===== src/rtl/core/cdl_pkg.sv =====
// Shared types and constants for the CoDel dequeue drop decision block.
`default_nettype none

package cdl_pkg;

    // Width of the time arithmetic; all times wrap modulo 2^TIME_WIDTH (32..64).
    localparam int TIME_WIDTH = 64;

    // Fixed port widths.
    localparam int TS_W     = 64;
    localparam int CNT_W    = 7;
    localparam int REG_W    = 32;
    localparam int INV_W    = 16;
    localparam int CFG_IDX_W = 2;
    localparam int MUL_W    = 32;

    // Configuration register indexes.
    localparam logic [CFG_IDX_W-1:0] REG_TARGET_DELAY = 2'd0;
    localparam logic [CFG_IDX_W-1:0] REG_INTERVAL     = 2'd1;

    // Reset values of the configuration registers.
    localparam logic [REG_W-1:0] TARGET_DELAY_RST = 32'd5000000;
    localparam logic [REG_W-1:0] INTERVAL_RST     = 32'd100000000;

    // Constant 3.0 in the Q32 format of the Newton step.
    localparam logic [2*MUL_W-1:0] NEWTON_THREE = 64'h0000_0003_0000_0000;

    typedef logic [TIME_WIDTH-1:0]   tick_t;
    typedef logic [TIME_WIDTH+3:0]   cmp_t;

    // Request to the shared multiplier.
    typedef struct packed {
        logic             en;
        logic [MUL_W-1:0] a;
        logic [MUL_W-1:0] b;
    } mul_req_t;

endpackage

`default_nettype wire


===== src/rtl/core/cdl_mul.sv =====
// Shared 32 x 32 unsigned multiplier with a registered product.
`default_nettype none

module cdl_mul
(
    input  wire logic                  clk,
    input  wire cdl_pkg::mul_req_t     req,
    output logic [2*cdl_pkg::MUL_W-1:0] prod
);

    logic [2*cdl_pkg::MUL_W-1:0] prod_reg;

    // The product register holds its value while no request is made.
    always_ff @(posedge clk)
    begin
        if (req.en)
        begin
            prod_reg <= req.a * req.b;
        end
    end

    assign prod = prod_reg;

endmodule

`default_nettype wire


===== src/rtl/core/codel_dequeue_drop_decision.sv =====
// Top level of the CoDel drop decision block for burst dequeue events.
//
// The block takes one item per burst dequeue event on the input channel
// (in_valid / in_ready): the number of packets dequeued, the arrival time of
// the head packet and the current time. For each item it returns exactly one
// item on the output channel (out_valid / out_ready): the drop decision, the
// sojourn time and the running total of drops.
//
// An empty burst goes from evaluation straight to the result, a burst that
// leaves the control law alone passes evaluation and planning, a fresh entry
// into the dropping state adds the control law and next-drop steps, and a
// burst that runs the Newton step passes the Newton multiplier steps first.
// The single shared 32 x 32 multiplier, which the sequencer uses up to five
// times per item, sets the pace; in_ready is high only while the sequencer
// is idle, so a new item is taken only once the last result is registered.
// The result sits in an output register, so the next item is accepted while
// a finished result still waits. If the receiver stalls and a second result
// is ready, the sequencer holds in its final state until the slot frees.
// Reset returns all CoDel state to zero and the two configuration registers
// to their defaults. The configuration port is always ready and must only be
// written while the block is idle.
`default_nettype none

module codel_dequeue_drop_decision
(
    input  wire logic                             clk,
    input  wire logic                             rst_n,

    input  wire logic                             cfg_valid,
    output logic                                  cfg_ready,
    input  wire logic [cdl_pkg::CFG_IDX_W-1:0]    cfg_index,
    input  wire logic [cdl_pkg::REG_W-1:0]        cfg_data,

    input  wire logic                             in_valid,
    output logic                                  in_ready,
    input  wire logic [cdl_pkg::CNT_W-1:0]        dequeued_count,
    input  wire logic [cdl_pkg::TS_W-1:0]         head_timestamp,
    input  wire logic [cdl_pkg::TS_W-1:0]         now_time,

    output logic                                  out_valid,
    input  wire logic                             out_ready,
    output logic                                  drop,
    output logic [cdl_pkg::TS_W-1:0]              sojourn_time,
    output logic [cdl_pkg::REG_W-1:0]             total_drops
);

    // Sequencer states, one-hot.
    typedef enum logic [11:0] {
        S_IDLE = 12'b0000_0000_0001,
        S_EVAL = 12'b0000_0000_0010,
        S_PLAN = 12'b0000_0000_0100,
        S_M1   = 12'b0000_0000_1000,
        S_M2   = 12'b0000_0001_0000,
        S_W    = 12'b0000_0010_0000,
        S_M3   = 12'b0000_0100_0000,
        S_M4   = 12'b0000_1000_0000,
        S_NEWT = 12'b0001_0000_0000,
        S_LAW  = 12'b0010_0000_0000,
        S_NEXT = 12'b0100_0000_0000,
        S_DONE = 12'b1000_0000_0000
    } state_t;

    localparam int PROD_W = 2 * cdl_pkg::MUL_W;

    // Control and CoDel state.
    state_t                          state_reg,    state_next;
    logic [cdl_pkg::REG_W-1:0]       target_reg,   target_next;
    logic [cdl_pkg::REG_W-1:0]       interval_reg, interval_next;
    cdl_pkg::tick_t                  fat_reg,      fat_next;
    logic                            dropping_reg, dropping_next;
    cdl_pkg::tick_t                  dnt_reg,      dnt_next;
    logic [cdl_pkg::REG_W-1:0]       dc_reg,       dc_next;
    logic [cdl_pkg::REG_W-1:0]       ldc_reg,      ldc_next;
    logic [cdl_pkg::INV_W-1:0]       inv_reg,      inv_next;
    logic [cdl_pkg::REG_W-1:0]       total_reg,    total_next;
    logic                            ovalid_reg,   ovalid_next;

    // Per-item working registers.
    logic                            empty_reg;
    cdl_pkg::tick_t                  now_reg;
    cdl_pkg::tick_t                  soj_reg;
    cdl_pkg::tick_t                  since_reg;
    logic                            ge_reg;
    logic                            drop_reg;
    logic                            base_now_reg;
    logic [46:0]                     v_reg;
    logic [46:0]                     acc_reg;

    // Output payload registers.
    logic                            odrop_reg;
    logic [cdl_pkg::TS_W-1:0]        osoj_reg;
    logic [cdl_pkg::REG_W-1:0]       ototal_reg;

    cdl_pkg::mul_req_t               mreq;
    logic [PROD_W-1:0]               prod;

    logic                            in_fire;
    logic                            out_slot_free;
    logic                            drop_now;
    logic [cdl_pkg::REG_W-1:0]       delta;
    logic                            rejoin;
    logic [PROD_W-1:0]               wval;
    logic [46:0]                     nsum;
    cdl_pkg::tick_t                  base;

    assign cfg_ready     = 1'b1;
    assign in_ready      = (state_reg == S_IDLE);
    assign in_fire       = in_valid && in_ready;
    assign out_slot_free = !ovalid_reg || out_ready;

    // The sojourn test: below target clears the marker, the first time at or above
    // target arms it one interval ahead, and once past it the burst drops.
    assign drop_now = !empty_reg
                   && (soj_reg >= cdl_pkg::tick_t'(target_reg))
                   && (fat_reg != '0)
                   && (now_reg > fat_reg);

    // Re-entry shortly after leaving the dropping state resumes the count.
    assign delta  = dc_reg - ldc_reg;
    assign rejoin = (delta > 32'd1)
                 && (cdl_pkg::cmp_t'(since_reg) < cdl_pkg::cmp_t'({interval_reg, 4'b0000}));

    // Newton step pieces: 3 - count * r^2, then the two halves of v * inv.
    assign wval = cdl_pkg::NEWTON_THREE - prod;
    assign nsum = acc_reg + {prod[14:0], 32'd0};

    assign base = base_now_reg ? now_reg : dnt_reg;

    // Operand selection for the shared multiplier.
    always_comb
    begin
        mreq = '0;
        case (state_reg)
            S_M1:
            begin
                mreq.en = 1'b1;
                mreq.a  = cdl_pkg::MUL_W'(inv_reg);
                mreq.b  = cdl_pkg::MUL_W'(inv_reg);
            end
            S_M2:
            begin
                mreq.en = 1'b1;
                mreq.a  = dc_reg;
                mreq.b  = prod[cdl_pkg::MUL_W-1:0];
            end
            S_M3:
            begin
                mreq.en = 1'b1;
                mreq.a  = v_reg[31:0];
                mreq.b  = cdl_pkg::MUL_W'(inv_reg);
            end
            S_M4:
            begin
                mreq.en = 1'b1;
                mreq.a  = cdl_pkg::MUL_W'(v_reg[46:32]);
                mreq.b  = cdl_pkg::MUL_W'(inv_reg);
            end
            S_LAW:
            begin
                mreq.en = 1'b1;
                mreq.a  = interval_reg;
                mreq.b  = cdl_pkg::MUL_W'(inv_reg);
            end
            default:
            begin
                mreq = '0;
            end
        endcase
    end

    cdl_mul u_mul
    (
        .clk  (clk),
        .req  (mreq),
        .prod (prod)
    );

    // Next-state logic for control and CoDel state.
    always_comb
    begin
        state_next    = state_reg;
        target_next   = target_reg;
        interval_next = interval_reg;
        fat_next      = fat_reg;
        dropping_next = dropping_reg;
        dnt_next      = dnt_reg;
        dc_next       = dc_reg;
        ldc_next      = ldc_reg;
        inv_next      = inv_reg;
        total_next    = total_reg;
        ovalid_next   = ovalid_reg;

        if (ovalid_reg && out_ready)
        begin
            ovalid_next = 1'b0;
        end

        if (cfg_valid && cfg_ready)
        begin
            if (cfg_index == cdl_pkg::REG_TARGET_DELAY)
            begin
                target_next = cfg_data;
            end
            else if (cfg_index == cdl_pkg::REG_INTERVAL)
            begin
                interval_next = cfg_data;
            end
        end

        case (state_reg)
            S_IDLE:
            begin
                if (in_fire)
                begin
                    state_next = S_EVAL;
                end
            end
            S_EVAL:
            begin
                if (empty_reg)
                begin
                    fat_next   = '0;
                    state_next = S_DONE;
                end
                else
                begin
                    if (soj_reg < cdl_pkg::tick_t'(target_reg))
                    begin
                        fat_next = '0;
                    end
                    else if (fat_reg == '0)
                    begin
                        fat_next = now_reg + cdl_pkg::tick_t'(interval_reg);
                    end
                    total_next = total_reg + cdl_pkg::REG_W'(drop_now);
                    state_next = S_PLAN;
                end
            end
            S_PLAN:
            begin
                state_next = S_DONE;
                if (dropping_reg)
                begin
                    if (!drop_reg)
                    begin
                        dropping_next = 1'b0;
                    end
                    else if (ge_reg)
                    begin
                        dc_next    = dc_reg + 32'd1;
                        state_next = S_M1;
                    end
                end
                else if (drop_reg)
                begin
                    dropping_next = 1'b1;
                    if (rejoin)
                    begin
                        dc_next    = delta;
                        ldc_next   = delta;
                        state_next = S_M1;
                    end
                    else
                    begin
                        dc_next    = 32'd1;
                        ldc_next   = 32'd1;
                        inv_next   = '1;
                        state_next = S_LAW;
                    end
                end
            end
            S_M1:
            begin
                state_next = S_M2;
            end
            S_M2:
            begin
                state_next = S_W;
            end
            S_W:
            begin
                state_next = S_M3;
            end
            S_M3:
            begin
                state_next = S_M4;
            end
            S_M4:
            begin
                state_next = S_NEWT;
            end
            S_NEWT:
            begin
                inv_next   = nsum[46:31];
                state_next = S_LAW;
            end
            S_LAW:
            begin
                state_next = S_NEXT;
            end
            S_NEXT:
            begin
                dnt_next   = base + cdl_pkg::tick_t'(prod[47:16]);
                state_next = S_DONE;
            end
            S_DONE:
            begin
                if (out_slot_free)
                begin
                    ovalid_next = 1'b1;
                    state_next  = S_IDLE;
                end
            end
            default:
            begin
                state_next = S_IDLE;
            end
        endcase
    end

    always_ff @(posedge clk or negedge rst_n)
    begin
        if (!rst_n)
        begin
            state_reg    <= S_IDLE;
            target_reg   <= cdl_pkg::TARGET_DELAY_RST;
            interval_reg <= cdl_pkg::INTERVAL_RST;
            fat_reg      <= '0;
            dropping_reg <= 1'b0;
            dnt_reg      <= '0;
            dc_reg       <= '0;
            ldc_reg      <= '0;
            inv_reg      <= '0;
            total_reg    <= '0;
            ovalid_reg   <= 1'b0;
        end
        else
        begin
            state_reg    <= state_next;
            target_reg   <= target_next;
            interval_reg <= interval_next;
            fat_reg      <= fat_next;
            dropping_reg <= dropping_next;
            dnt_reg      <= dnt_next;
            dc_reg       <= dc_next;
            ldc_reg      <= ldc_next;
            inv_reg      <= inv_next;
            total_reg    <= total_next;
            ovalid_reg   <= ovalid_next;
        end
    end

    // Working and output payload registers.
    always_ff @(posedge clk)
    begin
        if (in_fire)
        begin
            empty_reg <= (dequeued_count == '0);
            now_reg   <= now_time[cdl_pkg::TIME_WIDTH-1:0];
            soj_reg   <= now_time[cdl_pkg::TIME_WIDTH-1:0]
                       - head_timestamp[cdl_pkg::TIME_WIDTH-1:0];
        end
        if (state_reg == S_EVAL)
        begin
            drop_reg  <= drop_now;
            since_reg <= now_reg - dnt_reg;
            ge_reg    <= (now_reg >= dnt_reg);
            if (empty_reg)
            begin
                soj_reg <= '0;
            end
        end
        if (state_reg == S_PLAN)
        begin
            base_now_reg <= !dropping_reg;
        end
        if (state_reg == S_W)
        begin
            v_reg <= wval[48:2];
        end
        if (state_reg == S_M4)
        begin
            acc_reg <= prod[46:0];
        end
        if ((state_reg == S_DONE) && out_slot_free)
        begin
            odrop_reg  <= drop_reg && !empty_reg;
            osoj_reg   <= cdl_pkg::TS_W'(soj_reg);
            ototal_reg <= total_reg;
        end
    end

    assign out_valid    = ovalid_reg;
    assign drop         = odrop_reg;
    assign sojourn_time = osoj_reg;
    assign total_drops  = ototal_reg;

    // Once an item is taken, the sequencer is busy in the next cycle.
    a_busy_after_accept: assert property (@(posedge clk) disable iff (!rst_n)
        in_fire |=> !in_ready)
        else $error("input accepted while the sequencer stayed idle");

    // Entering the dropping state always leaves a nonzero drop count.
    a_count_on_entry: assert property (@(posedge clk) disable iff (!rst_n)
        $rose(dropping_reg) |-> (dc_reg != '0))
        else $error("dropping state entered with a zero drop count");

    // A new result carries the running total as it stands.
    a_total_matches: assert property (@(posedge clk) disable iff (!rst_n)
        $rose(ovalid_reg) |-> (ototal_reg == total_reg))
        else $error("result total differs from the drop counter");

    // A dropped burst was at or above the target delay.
    a_drop_above_target: assert property (@(posedge clk) disable iff (!rst_n)
        (ovalid_reg && odrop_reg) |->
            (osoj_reg >= cdl_pkg::TS_W'(target_reg)))
        else $error("drop reported below the target delay");

endmodule

`default_nettype wire

===== config.mk =====
export PLATFORM = sky130hd
export DESIGN_NAME = codel_dequeue_drop_decision
export DESIGN_NICKNAME = d
export VERILOG_FILES = /design/src/rtl/core/cdl_pkg.sv /design/src/rtl/core/cdl_mul.sv /design/src/rtl/core/codel_dequeue_drop_decision.sv
export SDC_FILE = /design/constraint.sdc
export NUM_CORES = 2
export LEC_CHECK = 0
export ABC_AREA = 1
export BUFFER_PORTS_ARGS = -buffer_cell sky130_fd_sc_hd__buf_2
export CAP_MARGIN = 20
export CORE_ASPECT_RATIO = 0.75
export CORE_MARGIN = 2
export CORE_UTILIZATION = 40
export CTS_BUF_LIST = sky130_fd_sc_hd__clkbuf_4 sky130_fd_sc_hd__clkbuf_8 sky130_fd_sc_hd__clkbuf_16
export CTS_CLUSTER_DIAMETER = 30
export DETAILED_ROUTE_END_ITERATION = 12
export PLACE_DENSITY = 0.62
export SYNTH_ARGS = -nofsm -noshare
export SYNTH_HDL_FRONTEND = slang
export SYNTH_SLANG_ARGS = --single-unit

===== constraint.sdc =====
create_clock -name clk -period 24.3 [get_ports clk]
set_input_delay 2.43 -clock clk [delete_from_list [all_inputs] [get_ports clk]]
set_output_delay 2.43 -clock clk [all_outputs]
set_load 0.01 [all_outputs]

Word-level counts from Yosys, hierarchy flattened
Cells that the tools add are included.
- word-level logic and storage cells: 118
- register bits: 754
- $add $sub $neg: 9
- muxes and demuxes: 30
- order comparisons: 6
- bitwise operators: 3
- reductions and logical operators: 26
- multiply operators: 1
- equality and inequality tests: 19
- operators with widths (kind ; number):
    two-way mux 64 bit ; 7
    one-hot mux 65 bit (5 select lines) ; 1
    two-way mux 32 bit ; 5
    one-hot mux 12 bit (12 select lines) ; 1
    adder 64 x 32 -> 64 bit ; 2
    subtractor 64 bit ; 2
    two-way mux 12 bit ; 7
    >= comparator 64 x 32 -> 1 bit ; 1
    >= comparator 64 bit ; 1
    greater-than comparator 64 bit ; 1
    logical NOT 64 bit ; 1
    < comparator 64 x 32 -> 1 bit ; 1
    < comparator 64 x 36 -> 1 bit ; 1
    nonzero test 64 bit ; 1
    multiplier 32 x 32 -> 49 bit ; 1
    subtractor 34 x 49 -> 49 bit, first input constant ; 1
    two-way mux 16 bit ; 3
    adder 47 bit ; 1
    adder 32 x 1 -> 32 bit ; 1
    adder 32 x 1 -> 32 bit, second input constant ; 1
    greater-than comparator 32 x 1 -> 1 bit, second input constant ; 1
    one-hot mux 16 bit (2 select lines) ; 1
    subtractor 32 bit ; 1
    == test 12 x 1 -> 1 bit, second input constant ; 1
    other kinds (27) ; 50

Logic depth before layout (Yosys ltp)
- depth after elaboration: 7
- gate-level depth with buffers: 41
- depth with buffers taken out: 38

Modules after synthesis
A second synthesis with hierarchy kept.
- cell total of the unflattened synthesis: 11692
- area, all modules: 86853.3 um^2
- by module, submodules not included (module ; seq. area each (um^2) ; area an instance (um^2) ; times used ; cells an instance):
    codel_dequeue_drop_decision ; 17913.4 ; 48611.6 ; 1 ; 6604
    cdl_mul ; 1921.8 ; 38241.7 ; 1 ; 5088

Least setup slack after synthesis
OpenSTA, ideal clock, no wires.
- path kind: register to register
- start: reg state_reg[9]
- end: reg u_mul.prod_reg (netlist bit u_mul.prod[41]), data pin
- clock period less this slack: 8.114 ns
- buffers on the path: 3
- data required time: 24.035 ns
- setup time: 0.265 ns
- arrival: 7.849 ns
- slack: 16.186 ns
- stages on the path, launching flop included: 35
- path through: dfrtp_1 -> nor2_2 -> nand2_2 -> nor2_8 -> buf_2 -> nand2_1 -> inv_1 -> buf_2 -> nand2_1 -> o221ai_1 -> nor2_1 -> clkbuf_1 -> nor2_1 -> fa_1 -> fa_1 -> fa_1 -> inv_1 -> fa_1 -> inv_1 -> fa_1 -> inv_1 -> fa_1 -> inv_1 -> fa_1 -> fa_1 -> ha_1 -> nand2_1 -> nor2_1 -> inv_1 -> nor4_1 -> a21oi_1 -> o21ai_0 -> nand2_1 -> o21ai_0 -> xor2_1
- longest elaborated chain between the ends: 3
- elaborated cells on any way between the ends: 7
- classes of those cells: 1 x mul; 5 x eq/ne; 1 x mux
- ends and longest elaborated chain (what ; line ; source):
    start: declaration ; codel_dequeue_drop_decision.sv:66 ; state_t state_reg, state_next;
    start signal: assignment ; codel_dequeue_drop_decision.sv:339 ; state_reg <= state_next;
    == test 12 x 10 -> 1 bit, or another cell as far along ; codel_dequeue_drop_decision.sv:133 ; case (state_reg)
    one-hot mux 65 bit (5 select lines) (*) ; codel_dequeue_drop_decision.sv:133 ;
    multiplier 32 x 32 -> 49 bit (*) ; cdl_mul.sv:18 ; prod_reg <= req.a * req.b;
    end signal: assignment ; cdl_mul.sv:18 ;
    end: declaration ; cdl_mul.sv:11 ; logic [2*cdl_pkg::MUL_W-1:0] prod_reg;
Every way passes the cells marked *; elsewhere a longest branch is shown, timed or not.
A chain may end at the register's enable or synchronous reset.

Worst setup path in the final report
- start: reg state_reg[0]
- end: reg u_mul.prod_reg (netlist bit u_mul.prod[47]), data pin
The elaborated chain is that of the path after synthesis.

==> key figures <==
Run status
  – Status: finished, final reports clean

Placement
  – Place WS: 13550 ps
  – Routability-driven placement congestion ratio: 1.02
  – Post-Place Cell Area: 82600 um^2
  – Input/output buffers: 272
  – DP HPWL: 253000 um

Route
  – Via/cell ratio: 5.43
  – Drt pass-1 iters: 8
  – Routed Antenna Nets: 0
  – Routed wire length: 306000 um
  – # DRC: 0
  – Vias: 71100
  – Drt initial violations: 8022
  – DR WL/cell: 23.4 um

Worst setup path
  – Max stage delay cell, worst path: nor3_2
  – Critical path capture point type: flip-flop
  – Critical R2R Launch: state_reg[0]
  – R2R depth: 33
  – Arr. time, crit path: 11170 ps
  – R2R Setup Slk: 13700 ps
  – Critical R2R Capture: u_mul.prod[47]
  – Kind of critical path: flip-flop to flip-flop
  – Max stage delay on crit path: 790 ps
  – CP Launch Type: flip-flop
  – Cell mode on critical path: fa_1
  – Crit-path max FO: 27
  – CP required: 24860 ps

Synth
  – Netlist cell types: 72
  – Synth Net Count: 11600
  – Post-synth EDFFs: 337
  – Syn avg cell area: 7.76 um^2
  – Yosys Warn Count: 0
  – Netlist Area Pre-Place: 78200 um^2
  – Asr flop ratio synth: 0.442
  – Synth Flop Type: edfxtp_1
  – Share of the yosys chip area belonging to registers: 0.248
  – Mapped Cells: 10100
  – Synth Register Bits: 719

Global routing
  – Vias in the first global route: 70700
  – GRT overflow: 0
  – Largest net degree at the start of global routing: 129
  – Initial antenna violation count: 19
  – GRT Total Usage: 0.307
  – First-pass GRT wire length: 455000 um

Power and ir drop
  – Pwr dens: 76.8 nW/um^2
  – P_leak: 0.0430 uW
  – VDD IR max: 0.0732 mV
  – Power consumption: 6820 uW

Clock tree
  – CTS clk-pin slew, worst paths: 50 ps
  – Clk Latency, worst-skew pair: 870 ps
  – # hold bufs at CTS: 0
  – Clock root buffer: clkbuf_16
  – Setup repair bufs after CTS: 0
  – CTS max path bufs: 3
  – Cells resized by post-CTS repair: 0
  – CTS tree: built
  – Cts bufs inserted: 172
  – # H-tree levels: 4
  – Clk sink count: 719

STA
  – # setup viols final: 0
  – Worst setup margin: 13700 ps
  – Fin. Hold Viols: 0
  – Highest clock rate: 94.3 MHz
  – RSZ-0062 raised after global routing: no
  – Final Max Tran Viols: 0
  – Worst-Margin Slew: 1120 ps
  – Relative slew margins: 0.245
  – Post-route clock period utilization: 0.436
  – Fin Setup TNS: 0 ps
  – Final min period: 10600 ps
  – Final clock skew: 130 ps

Die
  – Die width: 514 um
  – Core area: 194000 um^2
  – Chip height: 387 um
  – Die area: 199000 um^2
  – Site row count: 140
  – Starting Density: 0.403
  – IO Count: 274

Min path
  – Hold Path Origin: soj_reg[0]
  – Hold Path Sink: sojourn_time[0]
  – Hold WC Path Type: flip-flop to flip-flop
  – WHS Path Cells: 0

Job
  – Max-cap violation count: 0

Final layout
  – Layout cells sized above 1: 0.0839
  – Most common cell after layout, fill and taps aside: inv_1
  – Final #Nets: 11900
  – Most frequent cells in the layout: 2154 x inv_1, 1940 x nand2_1, 1115 x nor2_1, 799 x fa_1, 549 x o21ai_0
  – Design Area, Final: 88800 um^2
  – Core Util, Final: 0.458
  – Area grow syn2layout: 13.6%
-- Yosys cell counts, types with 57 or more instances --
cell type	count	share of area
a21oi_1	523	0.033
a31oi_1	64	0.0051
clkbuf_1	182	0.0087
dfrtp_1	297	0.095
dfxtp_1	64	0.016
edfxtp_1	337	0.13
fa_1	799	0.20
ha_1	546	0.087
inv_1	2158	0.10
nand2_1	1942	0.093
nand3_1	338	0.022
nand4_1	77	0.0062
nor2_1	1132	0.054
nor3_1	96	0.0061
nor4_1	79	0.0063
o211ai_1	57	0.0055
o21ai_0	549	0.035
xnor2_1	116	0.013
xor2_1	192	0.022
-- power breakdown --
group | internal, uW | switching [uW]
combinational | 838 | 1760
clock | 1560 | 854
sequential | 1530 | 275
-- logic make-up after synthesis --
group | share of synthesized area
other cells | 0.0000480
flops | 0.248
simple gates | 0.204
compound gates | 0.102
fa+ha+maj | 0.292
buf+inv | 0.119
xor+xnor | 0.0345
-- layer usage --
layer | GRT usage | vias to the layer above | share of wire
met1 | 0.470 | 34800 | 0.46
met2 | 0.412 | 3715 | 0.39
met4 | 0.0770 | 10 | 0.026
li1 | - | 32200 | -
met5 | 0.00216 | - | 0.00072
met3 | 0.0938 | 448 | 0.12
-- worst max-delay path by stage --
stage                        startpoint              to  slack, ps  cells past startpoint
after CTS                  state_reg[9]  u_mul.prod[46]      13570                     34
after global routing      state_reg[11]  u_mul.prod[47]      13350                     33
after floorplan            state_reg[9]  u_mul.prod[41]      16190                     34
after global placement     state_reg[9]  u_mul.prod[46]      13660                     34
after detailed placement   state_reg[9]  u_mul.prod[46]      13550                     34
final                      state_reg[0]  u_mul.prod[47]      13700                     33
-- through the flow --
| step | hold slack (ps) | instances |
|---|---|---|
| after floorplan | 424 | 10100 |
| after global placement | 442 | 12800 |
| after global routing | 474 | 13100 |
| after detailed placement | 441 | 12800 |
| after CTS | 465 | 13100 |
| final | 460 | 13100 |
-- final cells by class --
class,count,area [um^2]
inverter,2210,8300
clock inverter,108,1400
clock buffer,215,4790
tap,2556,3200
antenna,4,10.0
multi-input combinational,6907,49600
fill,19300,105000
timing repair buffer,371,2180
sequential,719,19400
-- worst max-delay path: cells and delay by family, from the launching register on --
family / cells / cell delay [ps]
adder cells (fa/ha/maj): 9 / 4400
AO/OA/AOI/OAI: 7 / 2150
AND/OR/NAND/NOR: 8 / 1750
buffers and inverters: 8 / 1320
flip-flops: 1 / 550
XOR/XNOR: 1 / 170
Power figures use the tool's default switching activity.
